File: src/sv/midpoint_circle_rasterizer_core_macros.svh
// Assertion macros shared by the midpoint circle rasterizer modules.
`ifndef MIDPOINT_CIRCLE_RASTERIZER_CORE_MACROS_SVH
`define MIDPOINT_CIRCLE_RASTERIZER_CORE_MACROS_SVH

// Same-cycle implication, disabled while reset is low.
`define MCR_ASSERT(label, clk, rstn, ante, cons) \
    label: assert property (@(posedge clk) disable iff (!(rstn)) (ante) |-> (cons)) \
        else $error("midpoint circle rasterizer: assertion failed");

// Next-cycle implication, disabled while reset is low.
`define MCR_ASSERT_NEXT(label, clk, rstn, ante, cons) \
    label: assert property (@(posedge clk) disable iff (!(rstn)) (ante) |=> (cons)) \
        else $error("midpoint circle rasterizer: next-cycle assertion failed");

`endif

File: src/sv/mcr_pkg.sv
// Package: shared constants and types of the midpoint circle rasterizer.
package mcr_pkg;

    localparam int COORD_BITS_DEF  = 12;
    localparam int RADIUS_BITS_DEF = 10;

    // Command queue depth between front and back.
    localparam int QUEUE_DEPTH = 2;

    // Operation codes.
    localparam logic OP_START = 1'b0;
    localparam logic OP_TICK  = 1'b1;

    // Decision loop constants.
    localparam int D_INIT      = 3;
    localparam int STEP_DIAG   = 10;
    localparam int STEP_AXIAL  = 6;

    // Control of the queue head seen by the back end.
    typedef struct packed {
        logic valid;
        logic start;
        logic fill;
    } cmd_ctl_t;

endpackage

File: src/sv/midpoint_circle_rasterizer_core.sv
// Top level of the midpoint circle rasterizer: front queue plus loop back end.
//
// Usage:
//   Input channel (s_*): one word per command. operation = start loads the
//   centre, radius and fill mode and arms the loop; it yields no output.
//   operation = tick asks for the next primitive of the current circle.
//   A tick while no circle is active is consumed and yields nothing; a start
//   during a circle drops it and begins the new one.
//   Output channel (m_*): one primitive per busy tick, a point (start equals
//   end) in outline mode or a horizontal span in fill mode. last_of_circle
//   marks the final primitive; after it the block is idle.
//   Path: an accepted tick goes into the command queue, then into the output
//   register when that is free. Throughput: one word per clock while m_ready
//   stays high; each tick needs at most one decision-loop step (one adder chain).
//   A two-entry command queue sits between the input side and the loop, and
//   the result register sits on the output, so the sender keeps going while
//   a finished word waits; a stalled receiver fills the queue and then drops
//   s_ready until m_ready returns.
//   Reset (aresetn low, synchronous) empties the queue and the output
//   register and leaves the block idle.
module midpoint_circle_rasterizer_core #(
    parameter int COORD_BITS  = mcr_pkg::COORD_BITS_DEF,
    parameter int RADIUS_BITS = mcr_pkg::RADIUS_BITS_DEF
) (
    input  logic                          aclk,
    input  logic                          aresetn,
    input  logic                          s_valid,
    output logic                          s_ready,
    input  logic                          s_operation,
    input  logic signed [COORD_BITS-1:0]  s_center_x,
    input  logic signed [COORD_BITS-1:0]  s_center_y,
    input  logic        [RADIUS_BITS-1:0] s_radius,
    input  logic                          s_fill_mode,
    output logic                          m_valid,
    input  logic                          m_ready,
    output logic signed [COORD_BITS:0]    m_x_start,
    output logic signed [COORD_BITS:0]    m_y_start,
    output logic signed [COORD_BITS:0]    m_x_end,
    output logic signed [COORD_BITS:0]    m_y_end,
    output logic                          m_last_of_circle
);

    // Queue head handed from front to back.
    mcr_pkg::cmd_ctl_t                cmd_ctl;
    logic signed [COORD_BITS-1:0]     cmd_center_x;
    logic signed [COORD_BITS-1:0]     cmd_center_y;
    logic        [RADIUS_BITS-1:0]    cmd_radius;
    logic                             cmd_pop;

    // Front: classify start/tick and queue the word.
    mcr_front #(
        .COORD_BITS  (COORD_BITS),
        .RADIUS_BITS (RADIUS_BITS)
    ) u_front (
        .aclk         (aclk),
        .aresetn      (aresetn),
        .s_valid      (s_valid),
        .s_ready      (s_ready),
        .s_operation  (s_operation),
        .s_center_x   (s_center_x),
        .s_center_y   (s_center_y),
        .s_radius     (s_radius),
        .s_fill_mode  (s_fill_mode),
        .cmd_ctl      (cmd_ctl),
        .cmd_center_x (cmd_center_x),
        .cmd_center_y (cmd_center_y),
        .cmd_radius   (cmd_radius),
        .cmd_pop      (cmd_pop)
    );

    // Back: decision loop, octant mirroring, output register.
    mcr_back #(
        .COORD_BITS  (COORD_BITS),
        .RADIUS_BITS (RADIUS_BITS)
    ) u_back (
        .aclk             (aclk),
        .aresetn          (aresetn),
        .cmd_ctl          (cmd_ctl),
        .cmd_center_x     (cmd_center_x),
        .cmd_center_y     (cmd_center_y),
        .cmd_radius       (cmd_radius),
        .cmd_pop          (cmd_pop),
        .m_valid          (m_valid),
        .m_ready          (m_ready),
        .m_x_start        (m_x_start),
        .m_y_start        (m_y_start),
        .m_x_end          (m_x_end),
        .m_y_end          (m_y_end),
        .m_last_of_circle (m_last_of_circle)
    );

endmodule

File: src/sv/mcr_front.sv
// Front end: accepts input words, classifies them and queues the commands.
`include "midpoint_circle_rasterizer_core_macros.svh"

module mcr_front #(
    parameter int COORD_BITS  = mcr_pkg::COORD_BITS_DEF,
    parameter int RADIUS_BITS = mcr_pkg::RADIUS_BITS_DEF
) (
    input  logic                          aclk,
    input  logic                          aresetn,
    input  logic                          s_valid,
    output logic                          s_ready,
    input  logic                          s_operation,
    input  logic signed [COORD_BITS-1:0]  s_center_x,
    input  logic signed [COORD_BITS-1:0]  s_center_y,
    input  logic        [RADIUS_BITS-1:0] s_radius,
    input  logic                          s_fill_mode,
    output mcr_pkg::cmd_ctl_t             cmd_ctl,
    output logic signed [COORD_BITS-1:0]  cmd_center_x,
    output logic signed [COORD_BITS-1:0]  cmd_center_y,
    output logic        [RADIUS_BITS-1:0] cmd_radius,
    input  logic                          cmd_pop
);

    localparam int DEPTH = mcr_pkg::QUEUE_DEPTH;
    localparam int PW    = $clog2(DEPTH);
    localparam int CW    = $clog2(DEPTH + 1);
    localparam int EW    = 2 + 2 * COORD_BITS + RADIUS_BITS;

    logic [EW-1:0] entry_reg [DEPTH];
    logic [PW-1:0] wr_ptr_reg, wr_ptr_next;
    logic [PW-1:0] rd_ptr_reg, rd_ptr_next;
    logic [CW-1:0] cnt_reg, cnt_next;
    logic          push;
    logic [EW-1:0] head;
    logic [EW-1:0] new_entry;

    assign s_ready = (cnt_reg < CW'(DEPTH));
    assign push    = s_valid && s_ready;

    // start flag, fill flag, centre x, centre y, radius
    assign new_entry = {(s_operation == mcr_pkg::OP_START), s_fill_mode,
                        s_center_x, s_center_y, s_radius};

    assign head          = entry_reg[rd_ptr_reg];
    assign cmd_ctl.valid = (cnt_reg != '0);
    assign cmd_ctl.start = head[EW-1];
    assign cmd_ctl.fill  = head[EW-2];
    assign cmd_center_x  = head[EW-3 -: COORD_BITS];
    assign cmd_center_y  = head[EW-3-COORD_BITS -: COORD_BITS];
    assign cmd_radius    = head[RADIUS_BITS-1:0];

    always_comb begin
        wr_ptr_next = wr_ptr_reg;
        rd_ptr_next = rd_ptr_reg;
        cnt_next    = cnt_reg;
        if (push) begin
            wr_ptr_next = (wr_ptr_reg == PW'(DEPTH - 1)) ? '0 : wr_ptr_reg + 1'b1;
        end
        if (cmd_pop) begin
            rd_ptr_next = (rd_ptr_reg == PW'(DEPTH - 1)) ? '0 : rd_ptr_reg + 1'b1;
        end
        if (push && !cmd_pop) begin
            cnt_next = cnt_reg + 1'b1;
        end else if (!push && cmd_pop) begin
            cnt_next = cnt_reg - 1'b1;
        end
    end

    always_ff @(posedge aclk) begin
        if (!aresetn) begin
            wr_ptr_reg <= '0;
            rd_ptr_reg <= '0;
            cnt_reg    <= '0;
        end else begin
            wr_ptr_reg <= wr_ptr_next;
            rd_ptr_reg <= rd_ptr_next;
            cnt_reg    <= cnt_next;
        end
    end

    always_ff @(posedge aclk) begin
        if (push) begin
            entry_reg[wr_ptr_reg] <= new_entry;
        end
    end

    `MCR_ASSERT(a_pop_needs_entry, aclk, aresetn, cmd_pop, cnt_reg != '0)
    `MCR_ASSERT_NEXT(a_push_grows, aclk, aresetn, push && !cmd_pop,
                     cnt_reg == $past(cnt_reg) + 1'b1)

endmodule

File: src/sv/mcr_back.sv
// Back end: midpoint decision loop, mirroring and output register.
`include "midpoint_circle_rasterizer_core_macros.svh"

module mcr_back #(
    parameter int COORD_BITS  = mcr_pkg::COORD_BITS_DEF,
    parameter int RADIUS_BITS = mcr_pkg::RADIUS_BITS_DEF
) (
    input  logic                          aclk,
    input  logic                          aresetn,
    input  mcr_pkg::cmd_ctl_t             cmd_ctl,
    input  logic signed [COORD_BITS-1:0]  cmd_center_x,
    input  logic signed [COORD_BITS-1:0]  cmd_center_y,
    input  logic        [RADIUS_BITS-1:0] cmd_radius,
    output logic                          cmd_pop,
    output logic                          m_valid,
    input  logic                          m_ready,
    output logic signed [COORD_BITS:0]    m_x_start,
    output logic signed [COORD_BITS:0]    m_y_start,
    output logic signed [COORD_BITS:0]    m_x_end,
    output logic signed [COORD_BITS:0]    m_y_end,
    output logic                          m_last_of_circle
);

    localparam int OW = COORD_BITS + 1;
    localparam int XW = RADIUS_BITS + 1;
    localparam int DW = RADIUS_BITS + 6;
    localparam int SW = ((COORD_BITS > XW) ? COORD_BITS : XW) + 2;

    logic [XW-1:0]          x_reg, x_next;
    logic [XW-1:0]          y_reg, y_next;
    logic signed [DW-1:0]   d_reg, d_next;
    logic signed [COORD_BITS-1:0] cx_reg, cx_next;
    logic signed [COORD_BITS-1:0] cy_reg, cy_next;
    logic                   fill_reg, fill_next;
    logic [2:0]             mi_reg, mi_next;
    logic                   busy_reg, busy_next;

    logic                   out_valid_reg, out_valid_next;
    logic [OW-1:0]          xs_reg, ys_reg, xe_reg, ye_reg;
    logic                   last_reg;

    logic                   slot_free;
    logic                   emit;
    logic                   set_done;
    logic                   circle_done;
    logic [XW-1:0]          x_inc, y_dec;
    logic [XW:0]            diff_new;
    logic [XW:0]            x_inc_w;
    logic signed [DW-1:0]   d_diag, d_axial, d_init;
    logic                   d_pos;
    logic [SW-1:0]          cx_w, cy_w;
    logic [SW-1:0]          off_h, off_v;
    logic [SW-1:0]          sum_xs, sum_ys, sum_xe;
    logic                   neg_h, neg_v;

    assign slot_free = !out_valid_reg || m_ready;
    assign cmd_pop   = cmd_ctl.valid && slot_free;
    assign emit      = cmd_pop && !cmd_ctl.start && busy_reg;

    // y is two's complement: a zero radius steps it to -1 for the closing set.
    assign set_done    = fill_reg ? (mi_reg >= 3'd3) : (mi_reg == 3'd7);
    assign circle_done = set_done && ($signed(y_reg) < $signed(x_reg));

    // Decision update with the already stepped x and y.
    assign x_inc    = x_reg + 1'b1;
    assign y_dec    = y_reg - 1'b1;
    assign diff_new = {1'b0, x_inc} - {y_dec[XW-1], y_dec};
    assign x_inc_w  = {1'b0, x_inc};
    assign d_diag   = d_reg + {{(DW-XW-3){diff_new[XW]}}, diff_new, 2'b00}
                      + DW'(mcr_pkg::STEP_DIAG);
    assign d_axial  = d_reg + {{(DW-XW-3){1'b0}}, x_inc_w, 2'b00}
                      + DW'(mcr_pkg::STEP_AXIAL);
    assign d_init   = DW'(mcr_pkg::D_INIT) - {{(DW-RADIUS_BITS-1){1'b0}}, cmd_radius, 1'b0};
    assign d_pos    = !d_reg[DW-1] && (d_reg != '0);

    // Mirror selection.
    assign cx_w = {{(SW-COORD_BITS){cx_reg[COORD_BITS-1]}}, cx_reg};
    assign cy_w = {{(SW-COORD_BITS){cy_reg[COORD_BITS-1]}}, cy_reg};

    always_comb begin
        if (fill_reg) begin
            off_h = mi_reg[1] ? {{(SW-XW){y_reg[XW-1]}}, y_reg} : {{(SW-XW){1'b0}}, x_reg};
            off_v = mi_reg[1] ? {{(SW-XW){1'b0}}, x_reg} : {{(SW-XW){y_reg[XW-1]}}, y_reg};
            neg_h = 1'b0;
            neg_v = mi_reg[0];
        end else begin
            off_h = mi_reg[2] ? {{(SW-XW){y_reg[XW-1]}}, y_reg} : {{(SW-XW){1'b0}}, x_reg};
            off_v = mi_reg[2] ? {{(SW-XW){1'b0}}, x_reg} : {{(SW-XW){y_reg[XW-1]}}, y_reg};
            neg_h = mi_reg[0];
            neg_v = mi_reg[1];
        end
    end

    assign sum_xs = neg_h ? cx_w - off_h : cx_w + off_h;
    assign sum_ys = neg_v ? cy_w - off_v : cy_w + off_v;
    assign sum_xe = fill_reg ? cx_w - off_h : sum_xs;

    always_comb begin
        x_next         = x_reg;
        y_next         = y_reg;
        d_next         = d_reg;
        cx_next        = cx_reg;
        cy_next        = cy_reg;
        fill_next      = fill_reg;
        mi_next        = mi_reg;
        busy_next      = busy_reg;
        out_valid_next = out_valid_reg && !m_ready;
        if (cmd_pop && cmd_ctl.start) begin
            cx_next   = cmd_center_x;
            cy_next   = cmd_center_y;
            fill_next = cmd_ctl.fill;
            x_next    = '0;
            y_next    = {1'b0, cmd_radius};
            d_next    = d_init;
            mi_next   = '0;
            busy_next = 1'b1;
        end else if (emit) begin
            out_valid_next = 1'b1;
            if (!set_done) begin
                mi_next = mi_reg + 1'b1;
            end else if (circle_done) begin
                mi_next   = '0;
                busy_next = 1'b0;
            end else begin
                mi_next = '0;
                x_next  = x_inc;
                if (d_pos) begin
                    y_next = y_dec;
                    d_next = d_diag;
                end else begin
                    d_next = d_axial;
                end
            end
        end
    end

    always_ff @(posedge aclk) begin
        if (!aresetn) begin
            x_reg         <= '0;
            y_reg         <= '0;
            d_reg         <= '0;
            cx_reg        <= '0;
            cy_reg        <= '0;
            fill_reg      <= 1'b0;
            mi_reg        <= '0;
            busy_reg      <= 1'b0;
            out_valid_reg <= 1'b0;
        end else begin
            x_reg         <= x_next;
            y_reg         <= y_next;
            d_reg         <= d_next;
            cx_reg        <= cx_next;
            cy_reg        <= cy_next;
            fill_reg      <= fill_next;
            mi_reg        <= mi_next;
            busy_reg      <= busy_next;
            out_valid_reg <= out_valid_next;
        end
    end

    always_ff @(posedge aclk) begin
        if (emit) begin
            xs_reg   <= sum_xs[OW-1:0];
            ys_reg   <= sum_ys[OW-1:0];
            xe_reg   <= sum_xe[OW-1:0];
            ye_reg   <= sum_ys[OW-1:0];
            last_reg <= circle_done;
        end
    end

    assign m_valid          = out_valid_reg;
    assign m_x_start        = xs_reg;
    assign m_y_start        = ys_reg;
    assign m_x_end          = xe_reg;
    assign m_y_end          = ye_reg;
    assign m_last_of_circle = last_reg;

    `MCR_ASSERT(a_fill_index, aclk, aresetn, busy_reg && fill_reg, mi_reg <= 3'd3)
    `MCR_ASSERT_NEXT(a_start_arms, aclk, aresetn, cmd_pop && cmd_ctl.start,
                     busy_reg && (mi_reg == '0) && (x_reg == '0))
    `MCR_ASSERT_NEXT(a_done_idles, aclk, aresetn, emit && circle_done,
                     !busy_reg && m_valid && m_last_of_circle)

endmodule

File: config.mk
export PLATFORM = sky130hd
export DESIGN_NAME = midpoint_circle_rasterizer_core
export DESIGN_NICKNAME = d
export VERILOG_FILES = /design/src/sv/mcr_pkg.sv /design/src/sv/midpoint_circle_rasterizer_core.sv /design/src/sv/mcr_front.sv /design/src/sv/mcr_back.sv
export VERILOG_INCLUDE_DIRS = /design/src /design/src/sv
export SDC_FILE = /design/constraint.sdc
export NUM_CORES = 1
export LEC_CHECK = 0
export BUFFER_PORTS_ARGS = -buffer_cell sky130_fd_sc_hd__buf_2
export CAP_MARGIN = 15
export CORE_ASPECT_RATIO = 1.5
export CORE_MARGIN = 4
export CORE_UTILIZATION = 42
export CTS_BUF_LIST = sky130_fd_sc_hd__clkbuf_8
export DETAILED_ROUTE_END_ITERATION = 12
export SLEW_MARGIN = 20
export SYNTH_ARGS = -nofsm -noshare
export SYNTH_HDL_FRONTEND = slang
export SYNTH_SLANG_ARGS = --single-unit
File: constraint.sdc
create_clock -name aclk -period 5.11 [get_ports aclk]
set_input_delay 0.2555 -clock aclk [delete_from_list [all_inputs] [get_ports aclk]]
set_output_delay 0.2555 -clock aclk [all_outputs]
set_load 0.005 [all_outputs]
==> flow_summary.json <==
{
  "grt_max_degree": 54,
  "ir_drop_uv": 375.3,
  "io_buffers": 94,
  "fin_tns_setup_ns": 0,
  "numCtsBuffers": 17,
  "largest_reg_flops": 72,
  "synth_seq_cells": 184,
  "critPathLaunchType": "flip-flop",
  "status": "completed",
  "post_drt_wl_per_cell_um": 18.02,
  "routed-via-count": 9153,
  "drive_above_1_share": 0.1399,
  "reg2reg_depth": 20,
  "clk_latency_ns": 0.47,
  "hold_depth": 2,
  "syn_area_mm2": 0.01187,
  "drt_pass1_iterations": 5,
  "cts-root-buf": "clkbuf_8",
  "cts.htree.levels": 4,
  "final_common_cell": "nor2_1",
  "slew_viol_final": 0,
  "required_ns": 5.47,
  "worstReg2RegEnd": "u_back.d_reg[15]",
  "drt-initial-drc-count": 417,
  "r2r_start": "u_back.y_reg[2]",
  "timing.slew.headroom": 0.3107,
  "synth.avg_cell_area_um2": 9.680,
  "fmax_mhz": 207.9,
  "rrSetupSlack_ns": 0.30,
  "syn_inst": 1226,
  "grt_pass1_wl_mm": 47.63,
  "finalCriticalPeriod_ns": 4.811,
  "ys.flop_type": "edfxtp_1",
  "async_reset_ff_frac": 0,
  "area_growth_pct": 12.69,
  "initial_core_util": 0.4244,
  "drc": 0,
  "crit_fanout": 11,
  "ant_nets": 0,
  "worst_pin_slew_ns": 1.034,
  "synth_cell_types": 75,
  "min_to": "u_front.entry_reg[1][35]",
  "syn_nets": 1383,
  "path_clk_slew_ns": 0.10,
  "cts_tree": "built",
  "hp-class": "in -> reg",
  "synth_edf_count": 111,
  "fin_skew_ns": 0.01437,
  "yosysWarningCount": 0,
  "grt_remaining_overflow": 0,
  "cts_setup_buffers": 0,
  "p_per_area_mw_per_mm2": 604.3,
  "ioPinCount": 95,
  "num_rows": 75,
  "vias_per_cell": 5.435,
  "yosysSeqAreaShare": 0.4040,
  "fin_ws_ns": 0.2994,
  "startpoint": "u_back.y_reg[2]",
  "worst_hold_slack_ns": 0.07515,
  "antenna_found_initial": 0,
  "die_y_um": 213.9,
  "hold_viol": 0,
  "grt_use_total": 0.1954,
  "critPathKind": "reg -> reg",
  "cp-end-kind": "flip-flop",
  "drt-total-wl_mm": 30.35,
  "grt_pass1_vias": 8880,
  "p_leak_nw": 5.469,
  "coreArea_mm2": 0.02796,
  "place_congestion": 0.8760,
  "dieArea_mm2": 0.03107,
  "rsz0062_at_grt": "false",
  "clock_sinks": 184,
  "maxCapViolCount": 0,
  "clockBufferDepth": 2,
  "layout_common_cells": "nor2_1, edfxtp_1, ha_1, buf_2, a21oi_1",
  "min_from": "s_operation",
  "nets": 1481,
  "cp.arrival_ns": 5.17,
  "place_ws_ns": 0.1939,
  "dpl.hpwl_mm": 22.67,
  "setup_viol": 0,
  "fin_crit_sh": 0.9414,
  "dieWidth_um": 145.3
}
==> kinds of logic after synthesis <==
family | share of synthesized area
mux | 0.04238
buf+inv | 0.05145
compound gates | 0.1556
xor+xnor | 0.08023
flops | 0.4040
fa+ha+maj | 0.1290
simple gates | 0.1373
==> critical path, cell delays in order (launching register included) <==
cell and delay (ns):
dfxtp_1 0.45, nor3_1 0.41, xnor2_1 0.23, ha_1 0.33, a21oi_2 0.18, nor2b_1 0.07, nor2_1 0.12, o21ai_2 0.09
maj3_2 0.30, maj3_2 0.35, xnor2_1 0.18, ha_1 0.25, ha_1 0.35, and2_1 0.22, a22oi_1 0.20, o211ai_1 0.18
a31o_2 0.27, a21oi_1 0.17, xnor2_1 0.15, xnor2_1 0.14, o22ai_1 0.08
==> how the worst max path moves through the flow <==
stage	cells past startpoint	to	slack, ns
6_report	20	u_back.d_reg[15]	0.30
3_5_place_dp	20	u_back.d_reg[15]	0.19
4_1_cts	21	u_back.d_reg[15]	0.14
2_1_floorplan	20	u_back.d_reg[15]	0.56
5_1_grt	20	u_back.d_reg[15]	0.005
3_3_place_gp	20	u_back.d_reg[15]	0.26
==> cell usage after synthesis (all sizes together), types with 5 or more instances <==
cell type / number / area, µm²
a21o: 14 / 105.1
nand2: 78 / 292.8
nor2: 132 / 521.8
nor2b: 19 / 118.9
o22ai: 9 / 56.30
nand4: 7 / 43.79
or3: 11 / 68.82
o31ai: 6 / 45.04
o21a: 13 / 97.59
o21ai: 45 / 229.0
nor4: 8 / 83.83
a211oi: 34 / 255.2
xnor2: 78 / 698.2
a21oi: 93 / 465.5
nor3: 29 / 145.1
dfxtp: 73 / 1461
mux2i: 48 / 480.5
nor3b: 5 / 37.54
a31oi: 9 / 71.32
edfxtp: 111 / 3333
nand3: 16 / 85.08
xor2: 29 / 254.0
ha: 111 / 1389
a21boi: 5 / 37.54
o21bai: 7 / 52.55
fa: 6 / 120.1
and2: 7 / 43.79
clkbuf: 40 / 150.1
buf: 26 / 175.2
inv: 73 / 274.0
nand2b: 12 / 75.07
o211ai: 17 / 132.6
==> metal layers <==
layer	GRT usage	routed length, µm	vias to the layer above
li1	-	-	4568
met3	0.02854	815	52
met4	0.08653	1143	0
met1	0.2256	12370	4361
met2	0.3609	16020	172
met5	0	0	-
==> area by class of cell <==
| type | count | area (µm²) |
|---|---|---|
| antenna | 1 | 2.502 |
| multi-input combinational | 900 | 6525 |
| timing repair buffer | 145 | 940.9 |
| clock buffer | 18 | 247.7 |
| inverter | 76 | 285.3 |
| sequential | 184 | 4802 |
| tap | 346 | 432.9 |
| fill | 2655 | 14590 |
| clock inverter | 14 | 137.6 |
==> power breakdown <==
group          internal (mW)  leakage, nW  switching [mW]
clock                  0.413        0.201           0.567
combinational           2.03         3.64            2.78
sequential              2.01         1.63           0.277
total                   4.46         5.47            3.62
==> through the flow <==
| stage | utilization | power [mW] | cells | area, µm² |
|---|---|---|---|---|
| after floorplan | - | 5.973 | 1226 | 11870 |
| after global placement | 0.4505 | 7.005 | 1616 | 12600 |
| after detailed placement | 0.4505 | 7.060 | 1616 | 12600 |
| after CTS | 0.4768 | 8.095 | 1683 | 13330 |
| after global routing | 0.4782 | 8.777 | 1683 | 13370 |
| final | 0.4783 | 8.082 | 1684 | 13370 |
==> what timing repair did <==
item	in CTS	in global routing
hold endpoints to repair	70	0
setup endpoints to repair	0	3
hold buffers	35	0
resized for setup	0	10
No activity file was read; power rests on OpenSTA's default activity.
